--- src/hdl/dha_pkg.sv ---
// shared types and codes for the decoder handle allocator
package dha_pkg;

   localparam int unsigned SLOT_IDX_W   = 8;
   localparam int unsigned OWNER_W      = 8;
   localparam int unsigned HANDLE_W     = 4;
   localparam int unsigned FIRST_HANDLE = 1;

   typedef enum logic [1:0] {
      OP_REGISTER = 2'd0,
      OP_DELETE   = 2'd1,
      OP_LOOKUP   = 2'd2,
      OP_CLEAR    = 2'd3
   } op_type;

   typedef enum logic [1:0] {
      STATUS_OK         = 2'd0,
      STATUS_NO_HANDLES = 2'd1,
      STATUS_BAD_HANDLE = 2'd2
   } status_type;

   typedef struct packed {
      logic                  mark;
      logic                  clear_one;
      logic                  clear_all;
      logic [SLOT_IDX_W-1:0] wr_idx;
      logic [OWNER_W-1:0]    wr_owner;
      logic [SLOT_IDX_W-1:0] rd_idx;
   } store_cmd_type;

   typedef struct packed {
      logic               owned;
      logic [OWNER_W-1:0] owner;
   } store_rsp_type;

endpackage

--- src/hdl/dha_slot_store.sv ---
// slot table: owned flags in flip-flops, owner ids in a memory with registered read
module dha_slot_store #(
   parameter int unsigned LAST_HANDLE = 15,
   localparam int unsigned SLOT_COUNT = LAST_HANDLE + 1,
   localparam int unsigned IDX_W      = $clog2(SLOT_COUNT)
) (
   input  logic                   clock,
   input  logic                   reset,
   input  dha_pkg::store_cmd_type store_cmd,
   output dha_pkg::store_rsp_type store_rsp
);

   logic [SLOT_COUNT-1:0]        owned_ff;
   logic [SLOT_COUNT-1:0]        owned_in;
   logic [dha_pkg::OWNER_W-1:0]  owner_mem [SLOT_COUNT];
   logic                         rd_owned_ff;
   logic [dha_pkg::OWNER_W-1:0]  rd_owner_ff;
   logic [IDX_W-1:0]             wr_idx;
   logic [IDX_W-1:0]             rd_idx;

   assign wr_idx = store_cmd.wr_idx[IDX_W-1:0];
   assign rd_idx = store_cmd.rd_idx[IDX_W-1:0];

   always_comb begin
      owned_in = owned_ff;
      if (store_cmd.clear_all) begin
         owned_in = '0;
      end else if (store_cmd.mark) begin
         owned_in[wr_idx] = 1'b1;
      end else if (store_cmd.clear_one) begin
         owned_in[wr_idx] = 1'b0;
      end
   end

   always_ff @(posedge clock) begin
      if (reset) begin
         owned_ff <= '0;
      end else begin
         owned_ff <= owned_in;
      end
   end

   always_ff @(posedge clock) begin
      if (store_cmd.mark) begin
         owner_mem[wr_idx] <= store_cmd.wr_owner;
      end
      rd_owner_ff <= owner_mem[rd_idx];
      rd_owned_ff <= owned_ff[rd_idx];
   end

   assign store_rsp.owned = rd_owned_ff;
   assign store_rsp.owner = rd_owner_ff;

endmodule

--- src/hdl/decoder_handle_allocator_core.sv ---
// decoder handle allocator: sequencer walking the slot table one slot per step
//
//   channel  direction  handshake              payload
//   req      in         req_valid / req_ready  operation, owner, stream flags, query handle
//   rsp      out        rsp_valid / rsp_ready  status, four handles, found owner
//
// each slot visited takes a read issue step and a check step through the one slot store port.
// register: probes slots in up to three searches, plus an owner free pass over
// every slot when a search fails, then a finish step.
// delete of an owned handle: a query probe, then the owner free pass over every slot.
// reset is synchronous and empties every slot at once; req_ready is high only when idle.
// a finished item waits in the output register while the next item is taken.
module decoder_handle_allocator_core #(
   parameter int unsigned LAST_HANDLE = 15
) (
   input  logic       clock,
   input  logic       reset,
   input  logic       req_valid,
   output logic       req_ready,
   input  logic [1:0] req_operation,
   input  logic [7:0] req_owner_id,
   input  logic       req_has_demux,
   input  logic       req_has_video,
   input  logic       req_has_audio,
   input  logic [3:0] req_query_handle,
   output logic       rsp_valid,
   input  logic       rsp_ready,
   output logic [1:0] rsp_status,
   output logic [3:0] rsp_base_handle,
   output logic [3:0] rsp_demux_handle,
   output logic [3:0] rsp_video_handle,
   output logic [3:0] rsp_audio_handle,
   output logic [7:0] rsp_found_owner
);

   localparam int unsigned IDX_W = $clog2(LAST_HANDLE + 1);

   typedef enum logic [1:0] {
      S_IDLE,
      S_READ,
      S_CHECK,
      S_DONE
   } state_type;

   typedef enum logic [2:0] {
      P_BASE,
      P_DEMUX,
      P_VIDEO,
      P_QUERY,
      P_FREE
   } phase_type;

   state_type                     state_ff, state_in;
   phase_type                     phase_ff, phase_in;
   dha_pkg::op_type               op_ff, op_in;
   dha_pkg::status_type           status_ff, status_in;
   logic [dha_pkg::OWNER_W-1:0]   owner_ff, owner_in;
   logic                          demux_ff, demux_in;
   logic                          video_ff, video_in;
   logic                          audio_ff, audio_in;
   logic [IDX_W-1:0]              scan_ff, scan_in;
   logic [dha_pkg::HANDLE_W-1:0]  base_ff, base_in;
   logic [dha_pkg::HANDLE_W-1:0]  dmx_ff, dmx_in;
   logic [dha_pkg::HANDLE_W-1:0]  vid_ff, vid_in;
   logic [dha_pkg::HANDLE_W-1:0]  aud_ff, aud_in;
   logic [dha_pkg::OWNER_W-1:0]   found_ff, found_in;
   logic                          rsp_valid_ff, rsp_valid_in;
   logic [1:0]                    rsp_status_ff, rsp_status_in;
   logic [dha_pkg::HANDLE_W-1:0]  rsp_base_ff, rsp_base_in;
   logic [dha_pkg::HANDLE_W-1:0]  rsp_dmx_ff, rsp_dmx_in;
   logic [dha_pkg::HANDLE_W-1:0]  rsp_vid_ff, rsp_vid_in;
   logic [dha_pkg::HANDLE_W-1:0]  rsp_aud_ff, rsp_aud_in;
   logic [dha_pkg::OWNER_W-1:0]   rsp_found_ff, rsp_found_in;

   dha_pkg::store_cmd_type        store_cmd;
   dha_pkg::store_rsp_type        store_rsp;
   dha_pkg::op_type               req_op;
   logic                          query_in_range;
   logic                          scan_last;
   logic [dha_pkg::HANDLE_W-1:0]  scan_handle;

   dha_slot_store #(
      .LAST_HANDLE (LAST_HANDLE)
   ) u_slot_store (
      .clock     (clock),
      .reset     (reset),
      .store_cmd (store_cmd),
      .store_rsp (store_rsp)
   );

   assign req_op         = dha_pkg::op_type'(req_operation);
   assign query_in_range = 9'(req_query_handle) <= 9'(LAST_HANDLE);
   assign scan_last      = scan_ff == IDX_W'(LAST_HANDLE);
   assign scan_handle    = dha_pkg::HANDLE_W'(scan_ff);
   assign req_ready      = state_ff == S_IDLE;

   always_comb begin
      state_in      = state_ff;
      phase_in      = phase_ff;
      op_in         = op_ff;
      status_in     = status_ff;
      owner_in      = owner_ff;
      demux_in      = demux_ff;
      video_in      = video_ff;
      audio_in      = audio_ff;
      scan_in       = scan_ff;
      base_in       = base_ff;
      dmx_in        = dmx_ff;
      vid_in        = vid_ff;
      aud_in        = aud_ff;
      found_in      = found_ff;
      rsp_valid_in  = rsp_valid_ff;
      rsp_status_in = rsp_status_ff;
      rsp_base_in   = rsp_base_ff;
      rsp_dmx_in    = rsp_dmx_ff;
      rsp_vid_in    = rsp_vid_ff;
      rsp_aud_in    = rsp_aud_ff;
      rsp_found_in  = rsp_found_ff;

      store_cmd           = '0;
      store_cmd.wr_idx    = dha_pkg::SLOT_IDX_W'(scan_ff);
      store_cmd.rd_idx    = dha_pkg::SLOT_IDX_W'(scan_ff);
      store_cmd.wr_owner  = owner_ff;

      if (rsp_valid_ff && rsp_ready) begin
         rsp_valid_in = 1'b0;
      end

      unique case (state_ff)
         S_IDLE: begin
            if (req_valid) begin
               op_in     = req_op;
               owner_in  = req_owner_id;
               demux_in  = req_has_demux;
               video_in  = req_has_video;
               audio_in  = req_has_audio;
               status_in = dha_pkg::STATUS_OK;
               base_in   = '0;
               dmx_in    = '0;
               vid_in    = '0;
               aud_in    = '0;
               found_in  = '0;
               unique case (req_op)
                  dha_pkg::OP_REGISTER: begin
                     phase_in = P_BASE;
                     scan_in  = IDX_W'(dha_pkg::FIRST_HANDLE);
                     state_in = S_READ;
                  end
                  dha_pkg::OP_DELETE: begin
                     phase_in = P_QUERY;
                     if (query_in_range) begin
                        scan_in  = IDX_W'(req_query_handle);
                        state_in = S_READ;
                     end else begin
                        state_in = S_DONE;
                     end
                  end
                  dha_pkg::OP_LOOKUP: begin
                     phase_in = P_QUERY;
                     if (query_in_range) begin
                        scan_in  = IDX_W'(req_query_handle);
                        state_in = S_READ;
                     end else begin
                        status_in = dha_pkg::STATUS_BAD_HANDLE;
                        state_in  = S_DONE;
                     end
                  end
                  dha_pkg::OP_CLEAR: begin
                     store_cmd.clear_all = 1'b1;
                     state_in            = S_DONE;
                  end
                  default: begin
                     state_in = S_DONE;
                  end
               endcase
            end
         end

         S_READ: begin
            state_in = S_CHECK;
         end

         S_CHECK: begin
            if (phase_ff == P_FREE) begin
               if (store_rsp.owned && store_rsp.owner == owner_ff) begin
                  store_cmd.clear_one = 1'b1;
               end
               if (scan_last) begin
                  state_in = S_DONE;
               end else begin
                  scan_in  = IDX_W'(scan_ff + 1'b1);
                  state_in = S_READ;
               end
            end else if (phase_ff == P_QUERY) begin
               state_in = S_DONE;
               if (store_rsp.owned) begin
                  if (op_ff == dha_pkg::OP_DELETE) begin
                     owner_in = store_rsp.owner;
                     phase_in = P_FREE;
                     scan_in  = '0;
                     state_in = S_READ;
                  end else begin
                     found_in = store_rsp.owner;
                  end
               end else if (op_ff == dha_pkg::OP_LOOKUP) begin
                  status_in = dha_pkg::STATUS_BAD_HANDLE;
               end
            end else if (!store_rsp.owned) begin
               // free slot found at scan_ff
               state_in = S_DONE;
               unique case (phase_ff)
                  P_BASE: begin
                     store_cmd.mark = 1'b1;
                     base_in        = scan_handle;
                     if (demux_ff) begin
                        dmx_in   = scan_handle;
                        phase_in = P_DEMUX;
                        scan_in  = IDX_W'(dha_pkg::FIRST_HANDLE);
                        state_in = S_READ;
                     end else if (video_ff) begin
                        vid_in   = scan_handle;
                        phase_in = P_VIDEO;
                        scan_in  = IDX_W'(dha_pkg::FIRST_HANDLE);
                        state_in = S_READ;
                     end else if (audio_ff) begin
                        aud_in = scan_handle;
                     end
                  end
                  P_DEMUX: begin
                     if (video_ff) begin
                        store_cmd.mark = 1'b1;
                        vid_in         = scan_handle;
                        phase_in       = P_VIDEO;
                        scan_in        = IDX_W'(dha_pkg::FIRST_HANDLE);
                        state_in       = S_READ;
                     end else if (audio_ff) begin
                        store_cmd.mark = 1'b1;
                        aud_in         = scan_handle;
                     end
                  end
                  P_VIDEO: begin
                     if (audio_ff) begin
                        store_cmd.mark = 1'b1;
                        aud_in         = scan_handle;
                     end
                  end
                  default: begin
                  end
               endcase
            end else if (scan_last) begin
               // table full: drop everything this owner holds
               status_in = dha_pkg::STATUS_NO_HANDLES;
               base_in   = '0;
               dmx_in    = '0;
               vid_in    = '0;
               aud_in    = '0;
               phase_in  = P_FREE;
               scan_in   = '0;
               state_in  = S_READ;
            end else begin
               scan_in  = IDX_W'(scan_ff + 1'b1);
               state_in = S_READ;
            end
         end

         S_DONE: begin
            if (!rsp_valid_ff || rsp_ready) begin
               rsp_valid_in  = 1'b1;
               rsp_status_in = status_ff;
               rsp_base_in   = base_ff;
               rsp_dmx_in    = dmx_ff;
               rsp_vid_in    = vid_ff;
               rsp_aud_in    = aud_ff;
               rsp_found_in  = found_ff;
               state_in      = S_IDLE;
            end
         end

         default: begin
            state_in = S_IDLE;
         end
      endcase
   end

   always_ff @(posedge clock) begin
      if (reset) begin
         state_ff     <= S_IDLE;
         phase_ff     <= P_BASE;
         rsp_valid_ff <= 1'b0;
      end else begin
         state_ff     <= state_in;
         phase_ff     <= phase_in;
         rsp_valid_ff <= rsp_valid_in;
      end
      op_ff         <= op_in;
      status_ff     <= status_in;
      owner_ff      <= owner_in;
      demux_ff      <= demux_in;
      video_ff      <= video_in;
      audio_ff      <= audio_in;
      scan_ff       <= scan_in;
      base_ff       <= base_in;
      dmx_ff        <= dmx_in;
      vid_ff        <= vid_in;
      aud_ff        <= aud_in;
      found_ff      <= found_in;
      rsp_status_ff <= rsp_status_in;
      rsp_base_ff   <= rsp_base_in;
      rsp_dmx_ff    <= rsp_dmx_in;
      rsp_vid_ff    <= rsp_vid_in;
      rsp_aud_ff    <= rsp_aud_in;
      rsp_found_ff  <= rsp_found_in;
   end

   assign rsp_valid        = rsp_valid_ff;
   assign rsp_status       = rsp_status_ff;
   assign rsp_base_handle  = rsp_base_ff;
   assign rsp_demux_handle = rsp_dmx_ff;
   assign rsp_video_handle = rsp_vid_ff;
   assign rsp_audio_handle = rsp_aud_ff;
   assign rsp_found_owner  = rsp_found_ff;

`ifndef NO_ASSERTIONS
   a_no_mark_and_clear: assert property (@(posedge clock) disable iff (reset)
      !(store_cmd.mark && (store_cmd.clear_one || store_cmd.clear_all)))
      else $error("slot mark and slot clear in the same cycle");

   a_fail_has_no_handles: assert property (@(posedge clock) disable iff (reset)
      rsp_valid && rsp_status == dha_pkg::STATUS_NO_HANDLES |->
         rsp_base_handle == '0 && rsp_demux_handle == '0 &&
         rsp_video_handle == '0 && rsp_audio_handle == '0)
      else $error("failed registration carries a handle");

   a_store_only_when_busy: assert property (@(posedge clock) disable iff (reset)
      store_cmd.mark || store_cmd.clear_one |-> state_ff == S_CHECK)
      else $error("slot table written outside a check step");

   a_scan_in_table: assert property (@(posedge clock) disable iff (reset)
      state_ff == S_READ || state_ff == S_CHECK |-> scan_ff <= IDX_W'(LAST_HANDLE))
      else $error("slot scan beyond the table");
`endif

endmodule
--- config.mk ---
export PLATFORM = sky130hd
export DESIGN_NAME = decoder_handle_allocator_core
export DESIGN_NICKNAME = d
export VERILOG_FILES = /design/src/hdl/dha_pkg.sv /design/src/hdl/dha_slot_store.sv /design/src/hdl/decoder_handle_allocator_core.sv
export SDC_FILE = /design/constraint.sdc
export NUM_CORES = 1
export LEC_CHECK = 0
export ABC_AREA = 0
export BUFFER_PORTS_ARGS = -buffer_cell sky130_fd_sc_hd__buf_4
export CORE_UTILIZATION = 30
export CTS_CLUSTER_DIAMETER = 50
export DETAILED_ROUTE_END_ITERATION = 7
export GPL_TIMING_DRIVEN = 0
export RECOVER_POWER = 50
export SYNTH_ARGS = -nofsm -noshare
export SYNTH_HDL_FRONTEND = slang
export SYNTH_SLANG_ARGS = --single-unit
--- constraint.sdc ---
create_clock -name clock -period 2.9 [get_ports clock]
set_input_delay 0.29 -clock clock [delete_from_list [all_inputs] [get_ports clock]]
set_output_delay 0.29 -clock clock [all_outputs]
set_load 0.01 [all_outputs]
==> results of run 1 <==
-- layer usage --
| layer | part of all wire | up-vias | GRT usage |
|---|---|---|---|
| met1 | 0.43 | 2468 | 0.160 |
| li1 | - | 2356 | - |
| met4 | 0.016 | 0 | 0.0324 |
| met3 | 0.064 | 21 | 0.0227 |
| met5 | 0 | - | 0 |
| met2 | 0.49 | 142 | 0.203 |
-- worst max path at each step --
stage / from / to / slack (ns) / cells past startpoint
final: state_ff[0]$_SDFFE_PP0P_ / u_slot_store.owner_mem[9][1]$_DFFE_PP_ / 0.29 / 6
after global routing: state_ff[1]$_SDFFE_PP0P_ / rsp_video_handle[1]$_DFFE_PP_ / 0.11 / 4
after CTS: scan_ff[0]$_DFFE_PP_ / u_slot_store.owner_mem[12][7]$_DFFE_PP_ / 0.17 / 6
after detailed placement: scan_ff[0]$_DFFE_PP_ / u_slot_store.owner_mem[10][2]$_DFFE_PP_ / 0.18 / 6
after global placement: state_ff[1]$_SDFFE_PP0P_ / rsp_found_owner[2]$_DFFE_PP_ / 0.09 / 3
after floorplan: state_ff[1]$_SDFFE_PP0P_ / rsp_audio_handle[0]$_DFFE_PP_ / 0.63 / 3
-- registers in the layout (all words and copies together), names as in the netlist, 2 cells and up, named ones only --
register,cells
rsp_status,2
scan_ff,4
vid_ff,4
rsp_audio_handle,4
rsp_video_handle,4
status_ff,2
u_slot_store.rd_owner_ff,8
aud_ff,4
op_ff,2
rsp_found_owner,8
base_ff,4
rsp_demux_handle,4
u_slot_store.owner_mem,128
phase_ff,3
rsp_base_handle,4
dmx_ff,4
found_ff,8
owner_ff,8
state_ff,2
-- Yosys cell counts, types with 2 or more instances --
cell type	count	area [um^2]
sky130_fd_sc_hd__nand3_1	6	30.0
sky130_fd_sc_hd__buf_1	9	33.8
sky130_fd_sc_hd__or2_2	2	12.5
sky130_fd_sc_hd__xnor2_1	10	87.6
sky130_fd_sc_hd__o211ai_1	2	15.0
sky130_fd_sc_hd__ha_1	6	75.1
sky130_fd_sc_hd__a211oi_1	4	30.0
sky130_fd_sc_hd__a211o_1	2	17.5
sky130_fd_sc_hd__clkbuf_1	15	56.3
sky130_fd_sc_hd__dfxtp_1	31	621
sky130_fd_sc_hd__o21ai_0	17	85.1
sky130_fd_sc_hd__nor2b_1	5	31.3
sky130_fd_sc_hd__and2_1	13	81.3
sky130_fd_sc_hd__or3b_2	2	17.5
sky130_fd_sc_hd__nand4_1	3	18.8
sky130_fd_sc_hd__nor2_1	24	90.1
sky130_fd_sc_hd__buf_6	2	22.5
sky130_fd_sc_hd__nand3b_1	3	22.5
sky130_fd_sc_hd__inv_1	25	93.8
sky130_fd_sc_hd__edfxtp_1	197	5920
sky130_fd_sc_hd__mux4_2	45	1010
sky130_fd_sc_hd__a21o_1	8	60.1
sky130_fd_sc_hd__a22oi_1	4	30.0
sky130_fd_sc_hd__and2_2	3	22.5
sky130_fd_sc_hd__buf_2	7	35.0
sky130_fd_sc_hd__nor3_1	4	20.0
sky130_fd_sc_hd__nand2b_1	6	37.5
sky130_fd_sc_hd__o21ai_1	10	50.1
sky130_fd_sc_hd__mux2i_1	9	90.1
sky130_fd_sc_hd__a21oi_1	29	145
sky130_fd_sc_hd__nand2_1	47	176
-- logic make-up after synthesis --
logic type	synth area share
and+or+nand+nor	0.0694
muxes	0.119
AOI/OAI and AO/OA	0.0610
buffers and inverters	0.0261
adders and majority gates	0.00812
DFF	0.707
xor gates and xnor gates	0.00947
-- cell usage in the layout, fill, tap and decap left out, types with 2 or more instances in the layout --
| master | count |
|---|---|
| sky130_fd_sc_hd__nand3_1 | 6 |
| sky130_fd_sc_hd__and2_1 | 4 |
| sky130_fd_sc_hd__and2_2 | 3 |
| sky130_fd_sc_hd__a22oi_1 | 4 |
| sky130_fd_sc_hd__nor2b_1 | 5 |
| sky130_fd_sc_hd__inv_1 | 25 |
| sky130_fd_sc_hd__dfxtp_1 | 31 |
| sky130_fd_sc_hd__o21ai_1 | 10 |
| sky130_fd_sc_hd__clkbuf_16 | 25 |
| sky130_fd_sc_hd__o21ai_0 | 17 |
| sky130_fd_sc_hd__nand2_1 | 47 |
| sky130_fd_sc_hd__clkinv_2 | 2 |
| sky130_fd_sc_hd__nor3_1 | 4 |
| sky130_fd_sc_hd__buf_6 | 2 |
| sky130_fd_sc_hd__buf_1 | 7 |
| sky130_fd_sc_hd__nand4_1 | 3 |
| sky130_fd_sc_hd__clkbuf_1 | 55 |
| sky130_fd_sc_hd__dlygate4sd3_1 | 6 |
| sky130_fd_sc_hd__mux4_2 | 45 |
| sky130_fd_sc_hd__nand3b_1 | 3 |
| sky130_fd_sc_hd__clkinv_4 | 3 |
| sky130_fd_sc_hd__edfxtp_1 | 197 |
| sky130_fd_sc_hd__nor2_1 | 24 |
| sky130_fd_sc_hd__inv_6 | 3 |
| sky130_fd_sc_hd__o211ai_1 | 2 |
| sky130_fd_sc_hd__bufinv_16 | 3 |
| sky130_fd_sc_hd__a211o_1 | 2 |
| sky130_fd_sc_hd__a21oi_1 | 29 |
| sky130_fd_sc_hd__xnor2_1 | 10 |
| sky130_fd_sc_hd__a211oi_1 | 4 |
| sky130_fd_sc_hd__a21o_1 | 8 |
| sky130_fd_sc_hd__clkbuf_4 | 2 |
| sky130_fd_sc_hd__and2_0 | 9 |
| sky130_fd_sc_hd__mux2i_1 | 9 |
| sky130_fd_sc_hd__buf_4 | 16 |
| sky130_fd_sc_hd__or3b_2 | 2 |
| sky130_fd_sc_hd__nand2b_1 | 6 |
| sky130_fd_sc_hd__or2_2 | 2 |
| sky130_fd_sc_hd__ha_1 | 6 |
| sky130_fd_sc_hd__buf_2 | 6 |
-- metrics by stage --
| stage | utilization | area (um^2) | hold WS, ns |
|---|---|---|---|
| floorplan | - | 9250 | 0.359 |
| global placement | 0.337 | 10100 | 0.403 |
| detailed placement | 0.338 | 10100 | 0.405 |
| CTS | 0.368 | 11000 | 0.0257 |
| global route | 0.363 | 10900 | 0.0381 |
| finish | 0.363 | 10900 | 0.0494 |
-- final cells by class --
class | count | area (um^2)
clock buffers | 33 | 666
multi-input cells | 286 | 2470
flip-flops and latches | 228 | 6540
well taps | 390 | 488
repair buffers | 55 | 312
inverters | 25 | 93.8
plain buffers | 33 | 148
fillers | 2843 | 19100
clock inverters | 13 | 168
-- power by group through the flow --
stage	Combinational [mW]	Sequential, mW	Clock (mW)
3_5_place_dp	0.811	3.96	0
6_report	0.798	3.89	3.17
3_3_place_gp	0.802	3.96	0
2_1_floorplan	0.571	3.92	0
5_1_grt	0.875	3.92	3.37
4_1_cts	0.821	3.90	3.24
-- what timing repair did --
action	4_1_cts	5_1_grt
setup endpoints to repair	0	16
gates resized for setup	0	2
hold buffers	6	0
hold endpoints to repair	10	0
-- critical path: cells and delay by family (launching register included) --
family                 cells  cell delay [ns]
DFF                        1             0.29
AOI/OAI and AO/OA          1             0.50
buffers and inverters      2             0.51
and+or+nand+nor            3             0.97
==> Flow_metrics.wiki, run 1 <==
{| class="wikitable"
! Metric !! Value
|-
| Outcome || completed
|-
| Worst-case clock skew || ~0.013 ns
|-
| Sequential share of the synthesized area || 0.707
|-
| Cell count after placement || about 1.0k
|-
| Maximum buffer depth of the clock tree || 3
|-
| Cell area after synthesis || just over 9000 um^2
|-
| Post-Synthesis Net Count || ~600
|-
| Total vias in the final route || between 4k and 5k
|-
| CP Launch Type || register
|-
| First drt pass iteration count || 5
|-
| Total Routing Usage GR || 0.121
|-
| Logic gate share of total power || 0.101
|-
| Data arrival time at the worst-slack endpoint || around 2.8 ns
|-
| Number of port buffers || 48
|-
| Start-to-end type of the worst setup path || reg -> reg
|-
| Unrepaired setup endpoints after global routing || false
|-
| Post-Layout Cell Count || around 1.1k
|-
| Worst-path cell with the longest stage delay || sky130_fd_sc_hd__or3b_2
|-
| P_leak || around 3.7 nW
|-
| Insertion delay of the later-clocked pin in the worst-skew pair || 0.52 ns
|-
| EDFF count, synth || 197
|-
| Per-cell routed wire length || between 15 and 20 um
|-
| Number of clock buffers inserted by TritonCTS || 25
|-
| Min-Delay Path Depth || 2
|-
| Total power || approximately 8 mW
|-
| Worst slew margin relative to its limit || 0.294
|-
| H-tree levels || 1
|-
| Power density cells || between 700 and 800 nW/um^2
|-
| Sum of negative setup slack || 0 ns
|-
| Dominant register cell in the synthesized netlist || sky130_fd_sc_hd__edfxtp_1
|-
| Fraction of final layout cells sized beyond drive strength 1 || 0.183
|-
| Post-CTS setup buffer count || 0
|-
| Root cell of the clock tree || sky130_fd_sc_hd__clkbuf_16
|-
| Cells traversed along the worst timing path || clkbuf_1 -> or3b_2 -> a2111oi_4 -> and2_2 -> nand2_1 -> inv_1
|-
| Tmin final || roughly 2.6 ns
|-
| TritonCTS clock tree || built
|-
| Post-route fraction of the period consumed by the critical path || 0.900
|-
| Max VDD drop || 0.000364 V
|-
| Maximum clock frequency || about 380 MHz
|-
| Worst reg2reg setup slack || about 0.29 ns
|-
| Clk pwr share || 0.403
|-
| Clock Pin Slew Worst Setup and Hold Paths || around 0.060 ns
|-
| Number of flip-flops and latches in the synthesized netlist || around 230
|-
| Worst EP required || a little over 3 ns
|-
| Worst R2R Path Depth || 6
|-
| Vias in the first global route || 5070
|-
| Class of the tightest hold or removal check || in -> reg
|-
| Final net count || between 600 and 700
|-
| Total number of clock tree sinks || about 230
|-
| Worst R2R End || u_slot_store.owner_mem[9][1]$_DFFE_PP_
|-
| Post-Synthesis Mean Instance Area || 16.2 um^2
|-
| Post-synthesis async set-or-reset flop share || 0
|-
| Wire length reported by the detailed router || 18400 um
|-
| Final Slew Violations || 0
|-
| Wire length of the first global-routing pass || roughly 29000 um
|-
| Largest fanout on the critical path || 10
|-
| Sink of the worst hold path || owner_ff[5]$_DFFE_PP_
|-
| HPWL after detailed placement || roughly 13000 um
|-
| Via density per instance || between 4 and 5
|-
| Fraction of power spent switching nets || 0.233
|-
| Hold violation count in the final report || 0
|-
| Die boundary height || between 150 and 200 um
|-
| Critical Path Max Stage Delay || roughly 0.6 ns
|-
| DRT antenna net count || 0
|-
| Number of antenna violations at the first check in global routing || 0
|-
| Growth of design area from synthesis to finish || 17.7%
|-
| Internal power summed over all cells || roughly 6 mW
|-
| Standard-cell row count || between 60 and 70
|-
| Synthesis Warnings || 0
|-
| N_diodes || 0
|-
| Starting Density || 0.309
|-
| Count of cell types in the netlist || 53
|-
| Area of the die || ~32000 um^2
|-
| I/O pin count || 49
|-
| Largest net degree at the start of global routing || 23
|-
| Worst setup margin || between 0.2 and 0.3 ns
|-
| Reg-to-reg startpoint || state_ff[0]$_SDFFE_PP0P_
|-
| Number of remaining DRC errors || 0
|-
| Starting DRC count in detailed routing || 343
|-
| Actual transition at the worst max-transition pin || around 1.1 ns
|-
| Placement-stage worst setup slack || 0.180 ns
|-
| Number of violations of the max-capacitance limit || 0
|-
| Startpoint of the lowest-slack hold path || req_owner_id[5]
|-
| Mapped Cells || roughly 570
|-
| Sequential share of power || 0.495
|-
| Net load switching power || around 1.8 mW
|-
| Horizontal extent of the die || 178 um
|-
| Critical Path End Type || register
|-
| Final setup violation count || 0
|-
| Total grt overflow || 0
|-
| Core area || 30000 um^2
|-
| Routability congestion estimate || between 0.8 and 0.9
|}
(Power assumes the default switching activity.)
==> run 2: changes to the inputs <==
ABC_AREA = 1   (was 0)
==> Flow_metrics.wiki, run 2 <==
{| class="wikitable"
! Metric !! Value
|-
| Outcome || finished, violations left
|-
| Violated checks || DRC
|-
| Critical Path End Type || register
|-
| Worst hold margin || between 0.03 and 0.04 ns
|-
| Total grt overflow || 0
|-
| Number of remaining DRC errors || 9
|-
| Number of antenna violations at the first check in global routing || 0
|-
| Top post-synthesis cells by area || sky130_fd_sc_hd__edfxtp_1 (63%), sky130_fd_sc_hd__dfxtp_1 (6.6%), sky130_fd_sc_hd__nand2_1 (5.3%), sky130_fd_sc_hd__nor2_1 (5.2%), sky130_fd_sc_hd__o21ai_0 (5.1%)
|-
| Worst-path cell with the longest stage delay || sky130_fd_sc_hd__edfxtp_1
|-
| Utilization after layout || 0.360
|-
| Hold violation count in the final report || 0
|-
| Met3 WL post-DR || 1630 um
|-
| Final Slew Violations || 0
|-
| Starting Density || 0.307
|-
| Simple-Gate Fraction of Synth Area || 0.149
|-
| Post-Synthesis Net Count || 884
|-
| Post-synthesis share of cell area spent on xor and xnor gates || 0.000926
|-
| Total number of clock tree sinks || 228
|-
| H-tree levels || 1
|-
| Most frequent cells in the layout || sky130_fd_sc_hd__edfxtp_1 (197), sky130_fd_sc_hd__nand2_1 (135), sky130_fd_sc_hd__nor2_1 (133)
|-
| Arithmetic-cell share of the synthesized area counting full adders, half adders and majority gates || 0.00793
|-
| Insertion delay of the later-clocked pin in the worst-skew pair || around 0.54 ns
|-
| Worst EP required || 3.09 ns
|-
| Worst slew margin relative to its limit || 0.255
|-
| Data arrival time at the worst-slack endpoint || a little under 3 ns
|-
| Wire length reported by the detailed router || roughly 23000 um
|-
| Total vias in the final route || roughly 6.6k
|-
| Fraction of final layout cells sized beyond drive strength 1 || 0.0857
|-
| Cell type with the largest total area after synthesis || sky130_fd_sc_hd__edfxtp_1
|-
| Total Routing Usage GR || 0.145
|-
| Power density cells || ~740 nW/um^2
|-
| Sum of negative setup slack || 0 ns
|-
| Actual transition at the worst max-transition pin || approximately 1.1 ns
|-
| Mapped Cells || 857
|-
| Number of flip-flops and latches in the synthesized netlist || between 200 and 250
|-
| Post-synthesis async set-or-reset flop share || 0
|-
| Starting DRC count in detailed routing || 612
|-
| Wire length of the first global-routing pass || 36500 um
|-
| Count of cell types in the netlist || 32
|-
| Fraction of post-synthesis cell area in the top cell type by area || 0.625
|-
| Standard-cell row count || 64
|-
| Detail Route met2 WL || 11200 um
|-
| HPWL after detailed placement || 16200 um
|-
| Metal-1 WL || about 10000 um
|-
| Multiplexer area fraction after synthesis || 0
|-
| Most common cell in the synthesized netlist || sky130_fd_sc_hd__edfxtp_1
|-
| CP Launch Type || register
|-
| Horizontal extent of the die || between 150 and 200 um
|-
| Per-cell routed wire length || between 15 and 20 um
|-
| Synth Area in Compound Gates || 0.104
|-
| Clock Pin Slew Worst Setup and Hold Paths || ~0.06 ns
|-
| Area of the die || between 30000 and 40000 um^2
|-
| Final net count || 965
|-
| Min-Delay Path Depth || 3
|-
| Number of clock buffers inserted by TritonCTS || 25
|-
| Highest metal used || met4
|-
| Cell area after synthesis || about 9500 um^2
|-
| Largest net degree at the start of global routing || 22
|-
| P_leak || roughly 4 nW
|-
| Max VDD drop || roughly 0.00046 V
|-
| First drt pass iteration count || 8
|-
| Unrepaired setup endpoints after global routing || false
|-
| Worst-case clock skew || 0.0106 ns
|-
| Critical Path Max Stage Delay || 0.55 ns
|-
| Leading cell type in the layout, fill and taps excluded || sky130_fd_sc_hd__edfxtp_1
|-
| Final design instance area without fill || about 11000 um^2
|-
| Post-Synthesis Mean Instance Area || around 11 um^2
|-
| Via density per instance || 4.86
|-
| Growth of design area from synthesis to finish || 17.2%
|-
| Leading cell types by count after synthesis || sky130_fd_sc_hd__edfxtp_1 (197), sky130_fd_sc_hd__nand2_1 (133), sky130_fd_sc_hd__nor2_1 (132), sky130_fd_sc_hd__o21ai_0 (96), sky130_fd_sc_hd__inv_1 (69)
|-
| Max reg flops || about 130
|-
| Routability congestion estimate || 0.874
|-
| Dominant combinational cell family by area after synthesis || simple AND/OR/NAND/NOR gates
|-
| Vias in the first global route || between 6k and 7k
|-
| Root cell of the clock tree || sky130_fd_sc_hd__clkbuf_16
|-
| Maximum clock frequency || roughly 370 MHz
|-
| DRT antenna net count || 0
|-
| Start-to-end type of the worst setup path || reg -> reg
|-
| Core area || around 30000 um^2
|-
| Cell mode on critical path || sky130_fd_sc_hd__inv_1
|-
| I/O pin count || just under 50
|-
| Number of port buffers || 48
|-
| Stages on worst setup path || 7
|-
| Class of the tightest hold or removal check || in -> reg
|-
| Post-route fraction of the period consumed by the critical path || 0.940
|-
| Register bank with the most flops || u_slot_store.owner_mem
|-
| Sequential share of the synthesized area || 0.691
|-
| Tmin final || around 2.7 ns
|-
| EDFF count, synth || about 200
|-
| Post-DP Area || between 10000 and 15000 um^2
|-
| Die boundary height || between 150 and 200 um
|-
| Largest fanout on the critical path || 12
|-
| Synthesis Warnings || 0
|-
| Number of violations of the max-capacitance limit || 0
|-
| Final setup violation count || 0
|-
| Cells traversed along the worst timing path || inv_1 -> clkbuf_2 -> ha_1 -> inv_1 -> nor2_1 -> nand3_1 -> inv_1
|-
| Worst R2R Path Depth || 7
|-
| Critical path buffer and inverter count || 4
|-
| Dominant delay contributor by cell family on the critical path || buffers and inverters
|-
| Total power || between 8 and 9 mW
|-
| N_diodes || 0
|-
| TritonCTS clock tree || built
|-
| Maximum buffer depth of the clock tree || 3
|-
| Dominant register cell in the synthesized netlist || sky130_fd_sc_hd__edfxtp_1
|}
## run 2: cell types whose count changed in the layout (fill, tap and decap cells not counted), moves of 10 or more
cell                      delta
sky130_fd_sc_hd__inv_1      +44
sky130_fd_sc_hd__mux4_2     -45
sky130_fd_sc_hd__nand2_1    +88
sky130_fd_sc_hd__nand3_1    +35
sky130_fd_sc_hd__nor2_1    +109
sky130_fd_sc_hd__o21ai_0    +78
sky130_fd_sc_hd__o22ai_1    +37
sky130_fd_sc_hd__xnor2_1    -10
## run 2: area by class of cell
class                   count  area [um^2]
multi-input cells         519         2460
repair buffers             55          312
clock inverters            17          188
clock buffers              29          641
flip-flops and latches    228         6540
fillers                  3029        19700
inverters                  74          282
well taps                 396          495
plain buffers              35          168
## run 2: metal layers
layer,up-vias,track usage
met2,231,0.242
met1,3147,0.190
li1,3155,-
met4,0,0.0462
met3,41,0.0265
met5,-,0
## run 2: final timing paths
path / start / to / slack, ns
worst min-delay path: req_owner_id[3] / owner_ff[3]$_DFFE_PP_ / 0.04
worst min register to register: base_ff[0]$_DFFE_PP_ / rsp_base_handle[0]$_DFFE_PP_ / 0.42
worst max register to register: scan_ff[0]$_DFFE_PP_ / u_slot_store.owner_mem[10][7]$_DFFE_PP_ / 0.17
worst max-delay path: scan_ff[0]$_DFFE_PP_ / u_slot_store.owner_mem[10][7]$_DFFE_PP_ / 0.17
## run 2: stage by stage
step | worst slack (ns) | cells
CTS | 0.183 | 1353
finish | 0.174 | 1353
global placement | -0.240 | 1301
floorplan | 0.758 | 857
detailed placement | -0.256 | 1302
global route | 0.0744 | 1353
## run 2: cell families (layout without fill, tap and decap cells)
logic type / count (synthesis) / in the layout
adder cells (fa/ha/maj): 6 / 6
XOR/XNOR: 1 / 1
AND/OR/NAND/NOR: 333 / 333
buffers and inverters: 110 / 210
flip-flops: 228 / 228
AO/OA/AOI/OAI: 179 / 179
## run 2: power by group
group | internal, mW | switching [mW]
clock network | 1.88 | 1.31
logic | 0.300 | 0.792
registers | 3.79 | 0.149
total | 5.96 | 2.25
## run 2: worst register-to-register path: stages, from the launching register on
cell and delay, ns:
sky130_fd_sc_hd__edfxtp_1 0.55, sky130_fd_sc_hd__inv_1 0.42, sky130_fd_sc_hd__clkbuf_2 0.42, sky130_fd_sc_hd__ha_1 0.21
sky130_fd_sc_hd__inv_1 0.10, sky130_fd_sc_hd__nor2_1 0.16, sky130_fd_sc_hd__nand3_1 0.16, sky130_fd_sc_hd__inv_1 0.36
## run 2: what timing repair did
item / 4_1_cts / 5_1_grt
resized for setup: 1 / 2
endpoints found under the hold margin: 8 / 0
hold buffers: 6 / 0
setup buffers: 0 / 0
endpoints found under the setup margin: 64 / 10
==> run 3: changes to the inputs <==
==> constraint.sdc (replaced) <==
create_clock -name clock -period 2.9 [get_ports clock]
set_input_delay 0.435 -clock clock [delete_from_list [all_inputs] [get_ports clock]]
set_output_delay 0.435 -clock clock [all_outputs]
set_load 0.01 [all_outputs]
==> Flow_metrics.wiki, run 3 (synthesis results as in run 2) <==
{| class="wikitable"
! Metric !! Value
|-
| Outcome || finished, violations left
|-
| Violated checks || DRC
|-
| Largest fanout on the critical path || 12
|-
| Final setup violation count || 0
|-
| Horizontal extent of the die || roughly 180 um
|-
| Wire length reported by the detailed router || approximately 23000 um
|-
| Final Slew Violations || 0
|-
| Max VDD drop || between 0.0004 and 0.0005 V
|-
| Start-to-end type of the worst setup path || reg -> reg
|-
| Actual transition at the worst max-transition pin || between 1 and 1.5 ns
|-
| Worst R2R Path Depth || 7
|-
| Vias in the first global route || between 6k and 7k
|-
| Area of the die || 32300 um^2
|-
| Starting DRC count in detailed routing || approximately 570
|-
| Total Routing Usage GR || 0.145
|-
| Post-DP Area || 10300 um^2
|-
| I/O pin count || 49
|-
| Register bank with the most flops || u_slot_store.owner_mem
|-
| Worst-case clock skew || slightly below 0.01 ns
|-
| Metal-1 WL || 10100 um
|-
| First drt pass iteration count || 8
|-
| Utilization after layout || 0.358
|-
| Routability congestion estimate || roughly 0.87
|-
| Sum of negative setup slack || 0 ns
|-
| Final design instance area without fill || about 11000 um^2
|-
| Final net count || between 900 and 1k
|-
| Die boundary height || between 150 and 200 um
|-
| Post-Layout Cell Count || about 1.3k
|-
| Growth of design area from synthesis to finish || 16.6%
|-
| Detail Route met2 WL || approximately 11000 um
|-
| Hold violation count in the final report || 0
|-
| Total power || between 8 and 9 mW
|-
| Core area || 30800 um^2
|-
| Maximum buffer depth of the clock tree || 3
|-
| Critical Path End Type || register
|-
| Min-Delay Path Depth || 2
|-
| Total number of clock tree sinks || ~230
|-
| TritonCTS clock tree || built
|-
| Unrepaired setup endpoints after global routing || false
|-
| Maximum clock frequency || ~370 MHz
|-
| Total vias in the final route || 6545
|-
| Multi-input logic area || 2460 um^2
|-
| Post-CTS setup buffer count || 0
|-
| Number of inserted filler cells in the final layout || just over 3k
|-
| Class of the tightest hold or removal check || in -> reg
|-
| N_diodes || 0
|-
| Worst setup margin || 0.195 ns
|-
| H-tree levels || 1
|-
| Most frequent cells in the layout || sky130_fd_sc_hd__edfxtp_1 (197), sky130_fd_sc_hd__nand2_1 (135), sky130_fd_sc_hd__nor2_1 (133)
|-
| HPWL after detailed placement || roughly 16000 um
|-
| Largest net degree at the start of global routing || 22
|-
| Power density cells || ~740 nW/um^2
|-
| Met3 WL post-DR || ~1500 um
|-
| Leading cell type in the layout, fill and taps excluded || sky130_fd_sc_hd__edfxtp_1
|-
| Starting Density || 0.307
|-
| DRT antenna net count || 0
|-
| Worst slew margin relative to its limit || 0.251
|-
| Clock Pin Slew Worst Setup and Hold Paths || around 0.060 ns
|-
| Placement-stage worst setup slack || -0.256 ns
|-
| Fraction of final layout cells sized beyond drive strength 1 || 0.0873
|-
| Number of antenna violations at the first check in global routing || 0
|-
| Cell count after placement || ~1.3k
|-
| Number of remaining DRC errors || 9
|-
| Max reg flops || between 100 and 150
|-
| Insertion delay of the later-clocked pin in the worst-skew pair || about 0.54 ns
|-
| Worst hold margin || ~0.087 ns
|-
| P_leak || 3.96 nW
|-
| Via density per instance || between 4 and 5
|-
| Area taken by flip-flops and latches || about 6500 um^2
|-
| Wire length of the first global-routing pass || about 36000 um
|-
| Tmin final || around 2.7 ns
|-
| Number of clock buffers inserted by TritonCTS || 25
|-
| Worst EP required || between 3 and 4 ns
|-
| Per-cell routed wire length || around 17 um
|-
| Data arrival time at the worst-slack endpoint || roughly 2.9 ns
|-
| CP Launch Type || register
|-
| Highest metal used || met4
|-
| Root cell of the clock tree || sky130_fd_sc_hd__clkbuf_16
|-
| Number of port buffers || 48
|-
| Post-route fraction of the period consumed by the critical path || 0.933
|-
| Standard-cell row count || 64
|-
| Number of violations of the max-capacitance limit || 0
|-
| Total grt overflow || 0
|}
-- run 3: worst paths after layout --
| path | from | to | slack (ns) |
|---|---|---|---|
| max | scan_ff[0]$_DFFE_PP_ | u_slot_store.owner_mem[10][7]$_DFFE_PP_ | 0.19 |
| min | reset | state_ff[1]$_SDFFE_PP0P_ | 0.09 |
| max reg2reg | scan_ff[0]$_DFFE_PP_ | u_slot_store.owner_mem[10][7]$_DFFE_PP_ | 0.19 |
| min reg2reg | base_ff[0]$_DFFE_PP_ | rsp_base_handle[0]$_DFFE_PP_ | 0.42 |
-- run 3: final cells by class --
type / count / share of cell area
inverters: 74 / 0.0255
flip-flops and latches: 228 / 0.593
clock inverters: 17 / 0.0170
multi-input cells: 519 / 0.223
clock buffers: 29 / 0.0581
well taps: 396 / 0.0449
repair buffers: 49 / 0.0231
plain buffers: 35 / 0.0152
-- run 3: per-layer routing --
layer | vias to the layer above | global-route usage
met5 | - | 0
met4 | 0 | 0.0462
met3 | 45 | 0.0267
met2 | 216 | 0.242
met1 | 3144 | 0.190
li1 | 3140 | -
-- run 3: critical path: stages (launching register included) --
cell and delay (ns):
sky130_fd_sc_hd__edfxtp_1 0.54, sky130_fd_sc_hd__inv_1 0.42, sky130_fd_sc_hd__clkbuf_2 0.42, sky130_fd_sc_hd__ha_1 0.20
sky130_fd_sc_hd__inv_1 0.10, sky130_fd_sc_hd__nor2_1 0.16, sky130_fd_sc_hd__nand3_1 0.16, sky130_fd_sc_hd__inv_1 0.36
-- run 3: power by group --
| part | switching [mW] | internal [mW] |
|---|---|---|
| clock | 1.31 | 1.88 |
| sequential | 0.149 | 3.79 |
| combinational | 0.791 | 0.296 |
-- run 3: what timing repair did --
action                     4_1_cts  5_1_grt
hold buffers                     0        0
gates resized for setup          1        2
setup endpoints to repair       64       10
